**src/hdl/differential_drive_mixer_failsafe_defines.svh**
```systemverilog
// assertion macros used by ddm_back.sv
`ifndef DIFFERENTIAL_DRIVE_MIXER_FAILSAFE_DEFINES_SVH
`define DIFFERENTIAL_DRIVE_MIXER_FAILSAFE_DEFINES_SVH

`ifndef SYNTHESIS
// condition implies consequence in the same cycle
`define DDM_ASSERT_NOW(NAME, CLK, RSTN, COND, CONSEQ) \
    NAME: assert property (@(posedge CLK) disable iff (!RSTN) (COND) |-> (CONSEQ)) \
        else $error("ddm assertion failed");
// condition implies consequence in the next cycle
`define DDM_ASSERT_NEXT(NAME, CLK, RSTN, COND, CONSEQ) \
    NAME: assert property (@(posedge CLK) disable iff (!RSTN) (COND) |=> (CONSEQ)) \
        else $error("ddm assertion failed");
`else
`define DDM_ASSERT_NOW(NAME, CLK, RSTN, COND, CONSEQ)
`define DDM_ASSERT_NEXT(NAME, CLK, RSTN, COND, CONSEQ)
`endif

`endif

```
**src/hdl/ddm_pkg.sv**
```systemverilog
package ddm_pkg;

    // fixed point format
    localparam int FRAC_BITS = 14;
    localparam int DUTY_BITS = 8;
    localparam int Q_W       = 16;
    localparam int MAG_W     = FRAC_BITS + 1;
    localparam int SPD_W     = 15;
    localparam int DZ_W      = 15;
    localparam int BASE_W    = (MAG_W > SPD_W) ? MAG_W : SPD_W;
    localparam int TMO_W     = 16;
    localparam int IDLE_W    = 17;

    // configuration port
    localparam int CFG_IDX_W  = 3;
    localparam int CFG_DATA_W = 16;

    // command queue
    localparam int CMDQ_DEPTH = 2;
    localparam int CMDQ_PTR_W = $clog2(CMDQ_DEPTH);
    localparam int CMDQ_CNT_W = $clog2(CMDQ_DEPTH + 1);

    localparam logic [MAG_W-1:0]        Q_ONE    = MAG_W'(1) << FRAC_BITS;
    localparam logic signed [Q_W-1:0]   Q_POS    = Q_W'(1) << FRAC_BITS;
    localparam logic signed [Q_W-1:0]   Q_NEG    = -Q_POS;
    localparam logic [DUTY_BITS-1:0]    DUTY_MAX = '1;
    localparam logic [IDLE_W-1:0]       IDLE_MAX = '1;

    typedef enum logic [1:0] {
        ACT_DRIVE = 2'd0,
        ACT_STOP  = 2'd1,
        ACT_TICK  = 2'd2,
        ACT_NONE  = 2'd3
    } act_t;

    typedef enum logic [CFG_IDX_W-1:0] {
        REG_DEADZONE     = 3'd0,
        REG_SPIN_SPEED   = 3'd1,
        REG_TIMEOUT      = 3'd2,
        REG_BLINK_HALF   = 3'd3,
        REG_INV_STEERING = 3'd4,
        REG_INV_LEFT     = 3'd5,
        REG_INV_RIGHT    = 3'd6
    } reg_idx_t;

    // bit 0 drives bridge input a, bit 1 input b
    typedef enum logic [1:0] {
        DIR_OFF = 2'b00,
        DIR_FWD = 2'b01,
        DIR_REV = 2'b10
    } dir_t;

    typedef enum logic [1:0] {
        B_IDLE = 2'd0,
        B_MUL  = 2'd1,
        B_OUT  = 2'd2
    } back_state_t;

    typedef struct packed {
        logic [DZ_W-1:0]  deadzone;
        logic [SPD_W-1:0] spin_speed;
        logic [TMO_W-1:0] timeout_ticks;
        logic [TMO_W-1:0] blink_half_ticks;
        logic             negate_steer;
        logic             invert_left;
        logic             invert_right;
    } cfg_t;

    localparam cfg_t CFG_RESET = '{
        deadzone:         DZ_W'(819),
        spin_speed:       SPD_W'(11469),
        timeout_ticks:    TMO_W'(600),
        blink_half_ticks: TMO_W'(500),
        negate_steer:     1'b1,
        invert_left:      1'b0,
        invert_right:     1'b0
    };

    // classified command handed from front to back
    typedef struct packed {
        act_t              action;
        logic [BASE_W-1:0] base_mag;
        logic              base_neg;
        logic [MAG_W-1:0]  factor;
        logic              scale_left;
    } cmd_t;

    typedef struct packed {
        logic [DUTY_BITS-1:0] left_duty;
        dir_t                 left_dir;
        logic [DUTY_BITS-1:0] right_duty;
        dir_t                 right_dir;
        logic                 led_on;
        logic                 failsafe;
    } res_t;

endpackage

```
**src/hdl/ddm_front.sv**
```systemverilog
module ddm_front (
    input  ddm_pkg::cfg_t                    cfg,
    input  logic [1:0]                       action,
    input  logic signed [ddm_pkg::Q_W-1:0]   steer,
    input  logic signed [ddm_pkg::Q_W-1:0]   throttle,
    output ddm_pkg::cmd_t                    cmd
);

    logic signed [ddm_pkg::Q_W-1:0] s_sat;
    logic signed [ddm_pkg::Q_W-1:0] t_sat;
    logic signed [ddm_pkg::Q_W-1:0] s_inv;
    logic signed [ddm_pkg::Q_W-1:0] s_abs;
    logic signed [ddm_pkg::Q_W-1:0] t_abs;
    logic [ddm_pkg::MAG_W-1:0]      s_mag;
    logic [ddm_pkg::MAG_W-1:0]      t_mag;
    logic                           s_nz;
    logic                           t_nz;

    function automatic logic signed [ddm_pkg::Q_W-1:0] sat_one(
        input logic signed [ddm_pkg::Q_W-1:0] v
    );
        if (v > ddm_pkg::Q_POS)
        begin
            return ddm_pkg::Q_POS;
        end
        else if (v < ddm_pkg::Q_NEG)
        begin
            return ddm_pkg::Q_NEG;
        end
        return v;
    endfunction

    // clamp, optional steer inversion, magnitudes
    always_comb
    begin
        s_sat = sat_one(steer);
        t_sat = sat_one(throttle);
        s_inv = cfg.negate_steer ? -s_sat : s_sat;
        s_abs = s_inv[ddm_pkg::Q_W-1] ? -s_inv : s_inv;
        t_abs = t_sat[ddm_pkg::Q_W-1] ? -t_sat : t_sat;
        s_mag = s_abs[ddm_pkg::MAG_W-1:0];
        t_mag = t_abs[ddm_pkg::MAG_W-1:0];
    end

    // deadzone: small magnitudes count as zero
    assign s_nz = (s_mag != '0) && !(ddm_pkg::DZ_W'(s_mag) < cfg.deadzone);
    assign t_nz = (t_mag != '0) && !(ddm_pkg::DZ_W'(t_mag) < cfg.deadzone);

    // pick base speed and the inner wheel factor
    always_comb
    begin
        cmd.action = ddm_pkg::act_t'(action);
        if (t_nz)
        begin
            cmd.base_mag = ddm_pkg::BASE_W'(t_mag);
            cmd.base_neg = t_sat[ddm_pkg::Q_W-1];
        end
        else if (s_nz)
        begin
            cmd.base_mag = ddm_pkg::BASE_W'(cfg.spin_speed);
            cmd.base_neg = 1'b0;
        end
        else
        begin
            cmd.base_mag = '0;
            cmd.base_neg = 1'b0;
        end
        cmd.factor     = s_nz ? (ddm_pkg::Q_ONE - s_mag) : ddm_pkg::Q_ONE;
        cmd.scale_left = s_nz && s_inv[ddm_pkg::Q_W-1];
    end

endmodule

```
**src/hdl/ddm_cmdq.sv**
```systemverilog
module ddm_cmdq (
    input  logic          clk,
    input  logic          rst_n,
    input  logic          push,
    input  ddm_pkg::cmd_t din,
    output logic          full,
    input  logic          pop,
    output ddm_pkg::cmd_t dout,
    output logic          empty
);

    ddm_pkg::cmd_t                  mem_reg [ddm_pkg::CMDQ_DEPTH];
    logic [ddm_pkg::CMDQ_PTR_W-1:0] wr_ptr_reg;
    logic [ddm_pkg::CMDQ_PTR_W-1:0] rd_ptr_reg;
    logic [ddm_pkg::CMDQ_CNT_W-1:0] count_reg;
    logic [ddm_pkg::CMDQ_PTR_W-1:0] wr_ptr_next;
    logic [ddm_pkg::CMDQ_PTR_W-1:0] rd_ptr_next;
    logic [ddm_pkg::CMDQ_CNT_W-1:0] count_next;
    logic                           do_push;
    logic                           do_pop;

    assign full    = (count_reg == ddm_pkg::CMDQ_CNT_W'(ddm_pkg::CMDQ_DEPTH));
    assign empty   = (count_reg == '0);
    assign do_push = push && !full;
    assign do_pop  = pop && !empty;
    assign dout    = mem_reg[rd_ptr_reg];

    // pointer wrap and fill level
    always_comb
    begin
        wr_ptr_next = wr_ptr_reg;
        rd_ptr_next = rd_ptr_reg;
        count_next  = count_reg;
        if (do_push)
        begin
            wr_ptr_next = (wr_ptr_reg == ddm_pkg::CMDQ_PTR_W'(ddm_pkg::CMDQ_DEPTH - 1))
                          ? '0 : wr_ptr_reg + 1'b1;
        end
        if (do_pop)
        begin
            rd_ptr_next = (rd_ptr_reg == ddm_pkg::CMDQ_PTR_W'(ddm_pkg::CMDQ_DEPTH - 1))
                          ? '0 : rd_ptr_reg + 1'b1;
        end
        if (do_push && !do_pop)
        begin
            count_next = count_reg + 1'b1;
        end
        else if (do_pop && !do_push)
        begin
            count_next = count_reg - 1'b1;
        end
    end

    always_ff @(posedge clk or negedge rst_n)
    begin
        if (!rst_n)
        begin
            wr_ptr_reg <= '0;
            rd_ptr_reg <= '0;
            count_reg  <= '0;
        end
        else
        begin
            wr_ptr_reg <= wr_ptr_next;
            rd_ptr_reg <= rd_ptr_next;
            count_reg  <= count_next;
        end
    end

    // entry storage
    always_ff @(posedge clk)
    begin
        if (do_push)
        begin
            mem_reg[wr_ptr_reg] <= din;
        end
    end

endmodule

```
**src/hdl/ddm_back.sv**
```systemverilog
`include "differential_drive_mixer_failsafe_defines.svh"

module ddm_back (
    input  logic          clk,
    input  logic          rst_n,
    input  ddm_pkg::cfg_t cfg,
    input  ddm_pkg::cmd_t cmd,
    input  logic          cmd_valid,
    output logic          cmd_pop,
    output ddm_pkg::res_t res,
    output logic          res_valid,
    input  logic          res_pop
);

    localparam int PROD_W = ddm_pkg::BASE_W + ddm_pkg::MAG_W;
    localparam int DFUL_W = ddm_pkg::MAG_W + ddm_pkg::DUTY_BITS;

    ddm_pkg::back_state_t state_reg;
    ddm_pkg::back_state_t state_next;
    logic                 commit;

    ddm_pkg::cmd_t                cmd_reg;
    logic [ddm_pkg::BASE_W-1:0]   prod_reg;
    logic [PROD_W-1:0]            prod_full;

    logic [ddm_pkg::IDLE_W-1:0]    idle_reg;
    logic [ddm_pkg::IDLE_W-1:0]    idle_next;
    logic [ddm_pkg::TMO_W-1:0]     blink_reg;
    logic [ddm_pkg::TMO_W-1:0]     blink_next;
    logic                          phase_reg;
    logic                          phase_next;
    logic [ddm_pkg::DUTY_BITS-1:0] l_duty_reg;
    logic [ddm_pkg::DUTY_BITS-1:0] l_duty_next;
    ddm_pkg::dir_t                 l_dir_reg;
    ddm_pkg::dir_t                 l_dir_next;
    logic [ddm_pkg::DUTY_BITS-1:0] r_duty_reg;
    logic [ddm_pkg::DUTY_BITS-1:0] r_duty_next;
    ddm_pkg::dir_t                 r_dir_reg;
    ddm_pkg::dir_t                 r_dir_next;

    logic [ddm_pkg::BASE_W-1:0]    l_mag;
    logic [ddm_pkg::BASE_W-1:0]    r_mag;
    logic [ddm_pkg::MAG_W-1:0]     l_sat;
    logic [ddm_pkg::MAG_W-1:0]     r_sat;
    logic [DFUL_W-1:0]             l_dful;
    logic [DFUL_W-1:0]             r_dful;
    logic [ddm_pkg::DUTY_BITS-1:0] l_duty;
    logic [ddm_pkg::DUTY_BITS-1:0] r_duty;
    logic                          l_fwd;
    logic                          r_fwd;
    logic [ddm_pkg::TMO_W-1:0]     half;
    logic [ddm_pkg::TMO_W:0]       blink_inc;
    logic                          fs;

    ddm_pkg::res_t res_reg;
    ddm_pkg::res_t res_next;
    logic          res_valid_reg;

    // sequencer: fetch, multiply, commit
    always_ff @(posedge clk or negedge rst_n)
    begin
        if (!rst_n)
        begin
            state_reg <= ddm_pkg::B_IDLE;
        end
        else
        begin
            state_reg <= state_next;
        end
    end

    always_comb
    begin
        state_next = state_reg;
        cmd_pop    = 1'b0;
        commit     = 1'b0;
        unique case (state_reg)
            ddm_pkg::B_IDLE:
            begin
                if (cmd_valid)
                begin
                    cmd_pop    = 1'b1;
                    state_next = ddm_pkg::B_MUL;
                end
            end
            ddm_pkg::B_MUL:
            begin
                state_next = ddm_pkg::B_OUT;
            end
            ddm_pkg::B_OUT:
            begin
                if (!res_valid_reg || res_pop)
                begin
                    commit     = 1'b1;
                    state_next = ddm_pkg::B_IDLE;
                end
            end
            default:
            begin
                state_next = ddm_pkg::B_IDLE;
            end
        endcase
    end

    // inner wheel product, truncated magnitude
    assign prod_full = PROD_W'(cmd_reg.base_mag) * PROD_W'(cmd_reg.factor);

    always_ff @(posedge clk)
    begin
        if (cmd_pop)
        begin
            cmd_reg <= cmd;
        end
        if (state_reg == ddm_pkg::B_MUL)
        begin
            prod_reg <= ddm_pkg::BASE_W'(prod_full >> ddm_pkg::FRAC_BITS);
        end
    end

    // wheel saturation, duty and direction
    always_comb
    begin
        l_mag  = cmd_reg.scale_left ? prod_reg : cmd_reg.base_mag;
        r_mag  = cmd_reg.scale_left ? cmd_reg.base_mag : prod_reg;
        l_sat  = (l_mag > ddm_pkg::BASE_W'(ddm_pkg::Q_ONE)) ? ddm_pkg::Q_ONE
                                                            : ddm_pkg::MAG_W'(l_mag);
        r_sat  = (r_mag > ddm_pkg::BASE_W'(ddm_pkg::Q_ONE)) ? ddm_pkg::Q_ONE
                                                            : ddm_pkg::MAG_W'(r_mag);
        l_dful = DFUL_W'(l_sat) * DFUL_W'(ddm_pkg::DUTY_MAX);
        r_dful = DFUL_W'(r_sat) * DFUL_W'(ddm_pkg::DUTY_MAX);
        l_duty = ddm_pkg::DUTY_BITS'(l_dful >> ddm_pkg::FRAC_BITS);
        r_duty = ddm_pkg::DUTY_BITS'(r_dful >> ddm_pkg::FRAC_BITS);
        l_fwd  = !cmd_reg.base_neg ^ cfg.invert_left;
        r_fwd  = !cmd_reg.base_neg ^ cfg.invert_right;
    end

    // state update for one item
    always_comb
    begin
        idle_next   = idle_reg;
        blink_next  = blink_reg;
        phase_next  = phase_reg;
        l_duty_next = l_duty_reg;
        l_dir_next  = l_dir_reg;
        r_duty_next = r_duty_reg;
        r_dir_next  = r_dir_reg;
        half        = (cfg.blink_half_ticks == '0) ? ddm_pkg::TMO_W'(1)
                                                   : cfg.blink_half_ticks;
        blink_inc   = {1'b0, blink_reg} + 1'b1;
        unique case (cmd_reg.action)
            ddm_pkg::ACT_DRIVE:
            begin
                l_duty_next = l_duty;
                r_duty_next = r_duty;
                l_dir_next  = (l_duty == '0) ? ddm_pkg::DIR_OFF
                              : (l_fwd ? ddm_pkg::DIR_FWD : ddm_pkg::DIR_REV);
                r_dir_next  = (r_duty == '0) ? ddm_pkg::DIR_OFF
                              : (r_fwd ? ddm_pkg::DIR_FWD : ddm_pkg::DIR_REV);
                idle_next   = '0;
                blink_next  = '0;
                phase_next  = 1'b0;
            end
            ddm_pkg::ACT_STOP:
            begin
                l_duty_next = '0;
                r_duty_next = '0;
                l_dir_next  = ddm_pkg::DIR_OFF;
                r_dir_next  = ddm_pkg::DIR_OFF;
                idle_next   = '0;
                blink_next  = '0;
                phase_next  = 1'b0;
            end
            ddm_pkg::ACT_TICK:
            begin
                if (idle_reg != ddm_pkg::IDLE_MAX)
                begin
                    idle_next = idle_reg + 1'b1;
                end
                if (idle_next > ddm_pkg::IDLE_W'(cfg.timeout_ticks))
                begin
                    l_duty_next = '0;
                    r_duty_next = '0;
                    l_dir_next  = ddm_pkg::DIR_OFF;
                    r_dir_next  = ddm_pkg::DIR_OFF;
                    if (blink_inc >= {1'b0, half})
                    begin
                        blink_next = '0;
                        phase_next = !phase_reg;
                    end
                    else
                    begin
                        blink_next = blink_inc[ddm_pkg::TMO_W-1:0];
                    end
                end
                else
                begin
                    blink_next = '0;
                    phase_next = 1'b0;
                end
            end
            ddm_pkg::ACT_NONE:
            begin
            end
            default:
            begin
            end
        endcase
        fs                  = idle_next > ddm_pkg::IDLE_W'(cfg.timeout_ticks);
        res_next.left_duty  = l_duty_next;
        res_next.left_dir   = l_dir_next;
        res_next.right_duty = r_duty_next;
        res_next.right_dir  = r_dir_next;
        res_next.failsafe   = fs;
        res_next.led_on     = !fs || !phase_next;
    end

    always_ff @(posedge clk or negedge rst_n)
    begin
        if (!rst_n)
        begin
            idle_reg      <= '0;
            blink_reg     <= '0;
            phase_reg     <= 1'b0;
            l_duty_reg    <= '0;
            l_dir_reg     <= ddm_pkg::DIR_OFF;
            r_duty_reg    <= '0;
            r_dir_reg     <= ddm_pkg::DIR_OFF;
            res_valid_reg <= 1'b0;
        end
        else
        begin
            if (commit)
            begin
                idle_reg   <= idle_next;
                blink_reg  <= blink_next;
                phase_reg  <= phase_next;
                l_duty_reg <= l_duty_next;
                l_dir_reg  <= l_dir_next;
                r_duty_reg <= r_duty_next;
                r_dir_reg  <= r_dir_next;
            end
            if (commit)
            begin
                res_valid_reg <= 1'b1;
            end
            else if (res_pop)
            begin
                res_valid_reg <= 1'b0;
            end
        end
    end

    // result holding register
    always_ff @(posedge clk)
    begin
        if (commit)
        begin
            res_reg <= res_next;
        end
    end

    assign res       = res_reg;
    assign res_valid = res_valid_reg;

    `DDM_ASSERT_NEXT(a_fs_motors_off, clk, rst_n, commit && fs && cmd_reg.action == ddm_pkg::ACT_TICK, res_reg.left_duty == '0 && res_reg.right_duty == '0)
    `DDM_ASSERT_NOW(a_zero_duty_no_dir, clk, rst_n, res_valid_reg, (res_reg.left_duty != '0 || res_reg.left_dir == ddm_pkg::DIR_OFF) && (res_reg.right_duty != '0 || res_reg.right_dir == ddm_pkg::DIR_OFF))
    `DDM_ASSERT_NOW(a_led_outside_fs, clk, rst_n, res_valid_reg && !res_reg.failsafe, res_reg.led_on)
    `DDM_ASSERT_NEXT(a_mul_then_out, clk, rst_n, state_reg == ddm_pkg::B_MUL, state_reg == ddm_pkg::B_OUT)
    `DDM_ASSERT_NEXT(a_pop_starts_mul, clk, rst_n, cmd_pop, state_reg == ddm_pkg::B_MUL)

endmodule

```
**src/hdl/differential_drive_mixer_failsafe.sv**
```systemverilog
// path: an accepted item passes the command queue, then cmd_reg (fetch), prod_reg
// (multiply) and res_reg (commit) before it shows on the outputs; commit waits while
// the previous result is unpopped, and the sequencer takes no new item until it commits
// a two-entry command queue takes items while the result register waits to be popped
// reset: rst_n low clears the command queue, counters and held motor state at once and
// loads the registers with their default values
module differential_drive_mixer_failsafe (
    input  logic                                clk,
    input  logic                                rst_n,
    input  logic                                push,
    output logic                                full,
    input  logic [1:0]                          action,
    input  logic signed [ddm_pkg::Q_W-1:0]      steer,
    input  logic signed [ddm_pkg::Q_W-1:0]      throttle,
    output logic                                empty,
    input  logic                                pop,
    output logic [ddm_pkg::DUTY_BITS-1:0]       left_duty,
    output logic                                left_in_a,
    output logic                                left_in_b,
    output logic [ddm_pkg::DUTY_BITS-1:0]       right_duty,
    output logic                                right_in_a,
    output logic                                right_in_b,
    output logic                                led_on,
    output logic                                failsafe_active,
    input  logic                                cfg_wr_en,
    input  logic [ddm_pkg::CFG_IDX_W-1:0]       cfg_addr,
    input  logic [ddm_pkg::CFG_DATA_W-1:0]      cfg_wdata
);

    ddm_pkg::cfg_t cfg_reg;
    ddm_pkg::cmd_t front_cmd;
    ddm_pkg::cmd_t q_cmd;
    ddm_pkg::res_t res;
    logic          q_empty;
    logic          q_pop;
    logic          res_valid;

    // register writes
    always_ff @(posedge clk or negedge rst_n)
    begin
        if (!rst_n)
        begin
            cfg_reg <= ddm_pkg::CFG_RESET;
        end
        else if (cfg_wr_en)
        begin
            unique case (ddm_pkg::reg_idx_t'(cfg_addr))
                ddm_pkg::REG_DEADZONE:
                    cfg_reg.deadzone <= cfg_wdata[ddm_pkg::DZ_W-1:0];
                ddm_pkg::REG_SPIN_SPEED:
                    cfg_reg.spin_speed <= cfg_wdata[ddm_pkg::SPD_W-1:0];
                ddm_pkg::REG_TIMEOUT:
                    cfg_reg.timeout_ticks <= cfg_wdata[ddm_pkg::TMO_W-1:0];
                ddm_pkg::REG_BLINK_HALF:
                    cfg_reg.blink_half_ticks <= cfg_wdata[ddm_pkg::TMO_W-1:0];
                ddm_pkg::REG_INV_STEERING:
                    cfg_reg.negate_steer <= cfg_wdata[0];
                ddm_pkg::REG_INV_LEFT:
                    cfg_reg.invert_left <= cfg_wdata[0];
                ddm_pkg::REG_INV_RIGHT:
                    cfg_reg.invert_right <= cfg_wdata[0];
                default:
                begin
                end
            endcase
        end
    end

    // classify incoming item
    ddm_front u_front (
        .cfg      (cfg_reg),
        .action   (action),
        .steer    (steer),
        .throttle (throttle),
        .cmd      (front_cmd)
    );

    // decoupling queue
    ddm_cmdq u_cmdq (
        .clk   (clk),
        .rst_n (rst_n),
        .push  (push),
        .din   (front_cmd),
        .full  (full),
        .pop   (q_pop),
        .dout  (q_cmd),
        .empty (q_empty)
    );

    // mix, drive and failsafe
    ddm_back u_back (
        .clk       (clk),
        .rst_n     (rst_n),
        .cfg       (cfg_reg),
        .cmd       (q_cmd),
        .cmd_valid (!q_empty),
        .cmd_pop   (q_pop),
        .res       (res),
        .res_valid (res_valid),
        .res_pop   (pop)
    );

    assign empty           = !res_valid;
    assign left_duty       = res.left_duty;
    assign left_in_a       = res.left_dir[0];
    assign left_in_b       = res.left_dir[1];
    assign right_duty      = res.right_duty;
    assign right_in_a      = res.right_dir[0];
    assign right_in_b      = res.right_dir[1];
    assign led_on          = res.led_on;
    assign failsafe_active = res.failsafe;

endmodule
```
**config.mk**
```make
export PLATFORM = sky130hd
export DESIGN_NAME = differential_drive_mixer_failsafe
export DESIGN_NICKNAME = d
export VERILOG_FILES = /design/src/hdl/ddm_pkg.sv /design/src/hdl/ddm_front.sv /design/src/hdl/ddm_cmdq.sv /design/src/hdl/ddm_back.sv /design/src/hdl/differential_drive_mixer_failsafe.sv
export VERILOG_INCLUDE_DIRS = /design/src /design/src/hdl
export SDC_FILE = /design/constraint.sdc
export NUM_CORES = 1
export LEC_CHECK = 0
export BUFFER_PORTS_ARGS = -buffer_cell sky130_fd_sc_hd__buf_2
export CORE_MARGIN = 1
export CORE_UTILIZATION = 40
export DETAILED_ROUTE_END_ITERATION = 10
export GPL_TIMING_DRIVEN = 0
export SYNTH_ARGS = -nofsm -noshare
export SYNTH_HDL_FRONTEND = slang
export SYNTH_SLANG_ARGS = --single-unit
```
**constraint.sdc**
```tcl
create_clock -name clk -period 10.5 [get_ports clk]
set_clock_uncertainty 0.15 [all_clocks]
set_input_delay 1.575 -clock clk [delete_from_list [all_inputs] [get_ports clk]]
set_output_delay 1.575 -clock clk [all_outputs]
set_load 0.01 [all_outputs]
```
; Word level (Yosys, flattened, before mapping)
; Memories as Yosys holds them, arrays and structs flattened. A register that Yosys moved wholly into a read port is not among the register bits.
; Index checks and enable logic that the tools add are counted.
[word_totals]
output_inout_bits = 24
word_cells = 166
in_bits = 58
ramBits = 68
register_bits = 163
memories = 1
[op_classes]
n_reduce_logical = 42
addsub = 10
n_mul = 3
muxes = 57
eq_ne = 14
bitwise_logic = 2
order_cmp = 11
[memory_table]
columns = name, depth, width, rd, rd_ports_with_merged_regs, write_ports, line
row1 = u_cmdq.mem_reg, 2, 34, 1, 1, 1, ddm_cmdq.sv:12  ; ddm_pkg::cmd_t mem_reg [ddm_pkg::CMDQ_DEPTH];
[ops]
columns = operator, n
row1 = 16-bit 2-to-1 mux, 12
row2 = 15-bit 2-to-1 mux, 7
row3 = 8-bit case mux with 3 select lines, 2
row4 = "15-bit by 8-bit multiplier with 22-bit output, second input constant", 2
row5 = 17-bit by 16-bit > comparator with 1-bit output, 2
row6 = 17-bit 2-to-1 mux, 2
row7 = 17-bit case mux with 2 select lines, 1
row8 = "16-bit > comparator, second input constant", 2
row9 = "16-bit by 15-bit < comparator with 1-bit output, second input constant", 2
row10 = 16-bit case mux with 2 select lines, 1
row11 = "15-bit > comparator, second input constant", 2
row12 = 15-bit < comparator, 2
row13 = 15-bit negation, 2
row14 = 15-bit nonzero test, 2
row15 = 15-bit by 15-bit multiplier with 29-bit output, 1
row16 = 2-bit 2-to-1 mux, 10
row17 = 2-bit case mux with 3 select lines, 3
row18 = 2-bit AND reduction, 9
row19 = "16-bit by 1-bit adder with 17-bit output, second input constant", 1
row20 = "17-bit by 1-bit adder with 17-bit output, second input constant", 1
row21 = 17-bit by 16-bit >= comparator with 1-bit output, 1
row22 = "17-bit != test, second input constant", 1
row23 = 16-bit zero test, 1
row24 = 8-bit zero test, 2
row25 = other kinds (23), 68

; Longest topological paths before layout
[logic_depth]
word_depth = 13
ltp_mapped = 28
depth_no_buf = 27

; By module
; A second synthesis with hierarchy kept.
[unflattened]
hier_cells = 2822
area_unflattened_um2 = 28258.4
[by_module_without_submodules]
columns = mod, seq_area_each_um2, cells_per_inst, n_inst, area_per_inst_um2
row1 = ddm_back, 3558.4, 2060, 1, 19496.2
row2 = ddm_front, 0.0, 492, 1, 3326.9
row3 = ddm_cmdq, 2142.1, 125, 1, 2801.4
row4 = differential_drive_mixer_failsafe, 1657.8, 145, 1, 2633.8

; Worst setup path before layout
; No wires, ideal clock.
[synth_timing]
path_type = register -> register
startpoint = register u_back.cmd_reg[0] (netlist name)
endpoint = register u_back.res_reg (netlist bit u_back.res[2]), data pin
arrival_ns = 7.591
setup_time_ns = 0.257
path_buffers = 4
stages_incl_launch_ff = 26
setup_slack_ns = 2.502
required_ns = 10.093
synth_period_minus_slack_ns = 7.998
path_cell_list = edfxtp_1 -> buf_1 -> clkbuf_1 -> clkbuf_1 -> clkbuf_1 -> mux2_2 -> nand2_1 -> inv_1 -> fa_1 -> inv_1 -> fa_1 -> inv_1 -> fa_1 -> inv_1 -> fa_1 -> inv_1 -> ha_1 -> and4_1 -> a2111oi_0 -> a32oi_1 -> nor2_1 -> o311ai_0 -> xnor2_1 -> or4_1 -> or4_1 -> a32o_1
[synth_via]
elab_chain_len = 7
[synth_rtl]
columns = item, line
row1 = 15-bit 2-to-1 mux *, ddm_back.sv:124  ; r_mag = cmd_reg.scale_left ? cmd_reg.base_mag : prod_reg;
row2 = 15-bit > comparator, ddm_back.sv:127  ; r_sat = (r_mag > ddm_pkg::BASE_W'(ddm_pkg::Q_ONE)) ? ddm_pkg::Q_ONE
row3 = 15-bit 2-to-1 mux *, ddm_back.sv:127
row4 = 15-bit by 8-bit multiplier with 22-bit output *, ddm_back.sv:130  ; r_dful = DFUL_W'(r_sat) * DFUL_W'(ddm_pkg::DUTY_MAX);
row5 = 8-bit zero test *, ddm_back.sv:157  ; r_dir_next = (r_duty == '0) ? ddm_pkg::DIR_OFF
row6 = 2-bit 2-to-1 mux *, ddm_back.sv:157
row7 = 2-bit case mux with 3 select lines *, ddm_back.sv:150  ; unique case (cmd_reg.action)
row8 = named net u_back.r_dir_next[0], ddm_back.sv:39  ; ddm_pkg::dir_t r_dir_next;
row9 = "end signal, assigned", ddm_back.sv:258  ; res_reg <= res_next;
row10 = "end, declared", ddm_back.sv:55  ; ddm_pkg::res_t res_reg;
; Mark *: on every way through the listed nets, which the timed path passes. The rest lies on a longest branch.
; A chain may end at the register's enable or synchronous reset.

; Final worst setup path
[layout_timing]
startpoint = register u_back.cmd_reg[0] (netlist name)
endpoint = register u_back.res_reg (netlist bit u_back.res[3]), data pin
[layout_via]
elab_chain_len = 7
[layout_rtl]
columns = item, line
row1 = 15-bit 2-to-1 mux *, ddm_back.sv:124
row2 = 15-bit > comparator, ddm_back.sv:127
row3 = 15-bit 2-to-1 mux *, ddm_back.sv:127
row4 = 15-bit by 8-bit multiplier with 22-bit output *, ddm_back.sv:130
row5 = 8-bit zero test *, ddm_back.sv:157
row6 = 2-bit 2-to-1 mux *, ddm_back.sv:157
row7 = 2-bit case mux with 3 select lines *, ddm_back.sv:150
row8 = named net u_back.r_dir_next[1], ddm_back.sv:39
; Marks and branches as above.

==> flow_summary.toml <==
[clock_network]
cts_buffer_depth = 3
htreeDepth = 1
cts_repair_resize_count = 0
clockRootBuffer = "clkbuf_16"
hold_buffers = 0
cts.clk_slew.worst_paths_ps = 60
cts_tree = "done"
insertion_delay_ps = 590
cts_setup_buffers = 0
numCtsBuffers = 31
clkSinkCount = 265

[die]
initial_core_util_pct = 40.5
die_y_um = 266
die_width_um = 266
pin_count = 82
rows = 96
die-area_mm2 = 0.0706
fp.coreArea_mm2 = 0.0687

[timing]
setup_viol_count_final = 0
finalCritPeriodShare_pct = 90.6
whs_ps = 339
hold_viol_final = 0
rsz0062_at_grt = "false"
slew_headroom_pct = 23.1
drv_slew = 0
period_minus_slack_ps = 9520
fmax_mhz = 105
worst_slew_pin_slew_ps = 1150
fin_ws_ps = 984
setup_tns_ps = 0

[detailed_routing]
first_pass_iters = 5
drt-vias-per-instance = 5.27
drc = 0
postRouteAntennaNets = 0
wl_per_cell_um = 17.9
drt-total-wl_mm = 70.2
vias = 20600
first_iter_violations = 1222

[critical_path]
cp_common_cell = "inv_1"
cpMaxStageDelayCell = "o311ai_0"
worstSetupStartpointType = "flop"
crit_buf_inv = 9
cp_data_required_time_ps = 10670
crit_family = "buffers and inverters"
path_max_fanout = 10
arrival_ps = 9690
cp-end-kind = "flop"
setup.worst_path.class = "flop to flop"
cp_slowest_stage_delay_ps = 740

[layout]
nFillCells = 6693
layout-drive-gt1-share_pct = 9.77
nNetsFinal = 3543
syn2layout_area_growth_pct = 9.72
area.sequential_mm2 = 0.00736
largest_register_ffs = 68
multi_input_area_mm2 = 0.0183
fin_area_mm2 = 0.0305

[placement]
io_buffers = 74
dpl_cell_area_mm2 = 0.0294
dp_hpwl_mm = 56.1
gp_congestion = 0.908
place_ws_ps = 1050

[global_routing]
grtUsageTotal_pct = 20.2
grt_pass1_wl_mm = 114
antenna_found_initial = 3
grt_pass1_vias = 21300
grt_overflow = 0
grt_max_degree = 68

[job]
drv_cap = 0

[synthesis]
yosys_warnings = 0
ys.flop_type = "edfxtp_1"
synth_top_area_share_pct = 20.1
synth_seq_cells = 265
synth.distinct_cells = 89
postSynthAreaPerCell_um2 = 9.78
synth_area_leaders = "fa_1 (20%), edfxtp_1 (15%), ha_1 (11%), dfrtp_1 (9.1%), inv_1 (6.2%)"
syn_nets = 3431
syn_area_mm2 = 0.0278
synth_area_leader_cell = "fa_1"
netlist_instances = 2843
synthArstFlopShare_pct = 47.5
synth_edf_count = 139
yosysSeqAreaShare_pct = 26.5

[hold_path]
min_path_type = "flop to flop"

[outcome]
outcome = "finished, final reports clean"
[cells in the final DEF (no fill, tap or decap), types with 89 or more instances in the layout]
master / instances
dfrtp_1: 101
mux2_2: 96
ha_1: 251
fa_1: 279
edfxtp_1: 139
nor2_1: 104
xnor2_1: 89
nand2_1: 265
clkbuf_1: 113
o21ai_0: 102
and2_1: 162
inv_1: 459
[cell type report]
type                            instances  share of cell area (%)
Antenna cell                            2                  0.0164
Buffer                                120                    1.57
Clock buffer                           37                    2.75
Clock inverter                         21                   0.668
Inverter                              462                    5.68
Multi-Input combinational cell       1996                    59.8
Sequential cell                       265                    24.1
Tap cell                              931                    3.82
Timing Repair Buffer                   79                    1.57
[worst reg2reg max path: stages (launching register included)]
cell and delay [ps]:
edfxtp_1 380, buf_1 510, clkbuf_1 490, clkbuf_1 500
clkbuf_1 570, mux2_2 410, nand2_1 150, inv_1 170
fa_1 570, inv_1 80, fa_1 490, inv_1 50
fa_1 470, inv_1 50, fa_1 470, inv_1 40
ha_1 270, and4_1 200, a2111oi_0 100, a32oi_1 500
nor2_1 70, o311ai_0 740, xnor2_1 230, or4_1 530
or4_1 710, a32o_1 360
[cells by family after synthesis]
logic type      count (synthesis)  share of synthesized area, %
mux                           120                          4.75
xor+xnor                      137                          4.31
fa+ha+maj                     531                          31.4
simple gates                  792                          14.4
compound gates                416                          10.7
buf+inv                       582                          7.96
flops                         265                          26.5
[stage by stage]
step,instances,utilization [%]
floorplan,2843,-
global placement,3848,42.7
detailed placement,3851,42.8
CTS,3909,44.4
global route,3913,44.4
finish,3913,44.4
[metal layers]
metal	vias to the layer above	track usage [%]	share of wire (%)
met4	0	6.43	2.9
met3	93	2.00	4.7
met5	-	0	0
met1	10200	27.4	45
met2	541	34.0	48
li1	9760	-	-
[Yosys cell counts, drive strengths merged (89+ instances only)]
master	n
ha	251
dfrtp	101
nand2	266
xnor2	89
edfxtp	139
mux2	96
fa	279
o21ai	107
and2	162
clkbuf	109
nor2	105
inv	460
[final timing paths]
path / slack, ps / depth (start not counted) / to / start
worst max-delay path: 980 / 25 / u_back.res[3] / u_back.cmd_reg[0]
worst min-delay path: 340 / 1 / u_back.l_duty_reg[1] / u_back.l_duty_reg[1]
worst max register to register: 980 / 25 / u_back.res[3] / u_back.cmd_reg[0]
worst min register to register: 340 / 1 / u_back.l_duty_reg[1] / u_back.l_duty_reg[1]
max in group asynchronous: 8580 / 2 / cfg_reg[2] / rst_n
min in group asynchronous: 810 / 1 / u_back.blink_reg[2] / rst_n
Power is not shown: default switching activity piles up to over one toggle a cycle in this logic, so the estimate is an artifact.
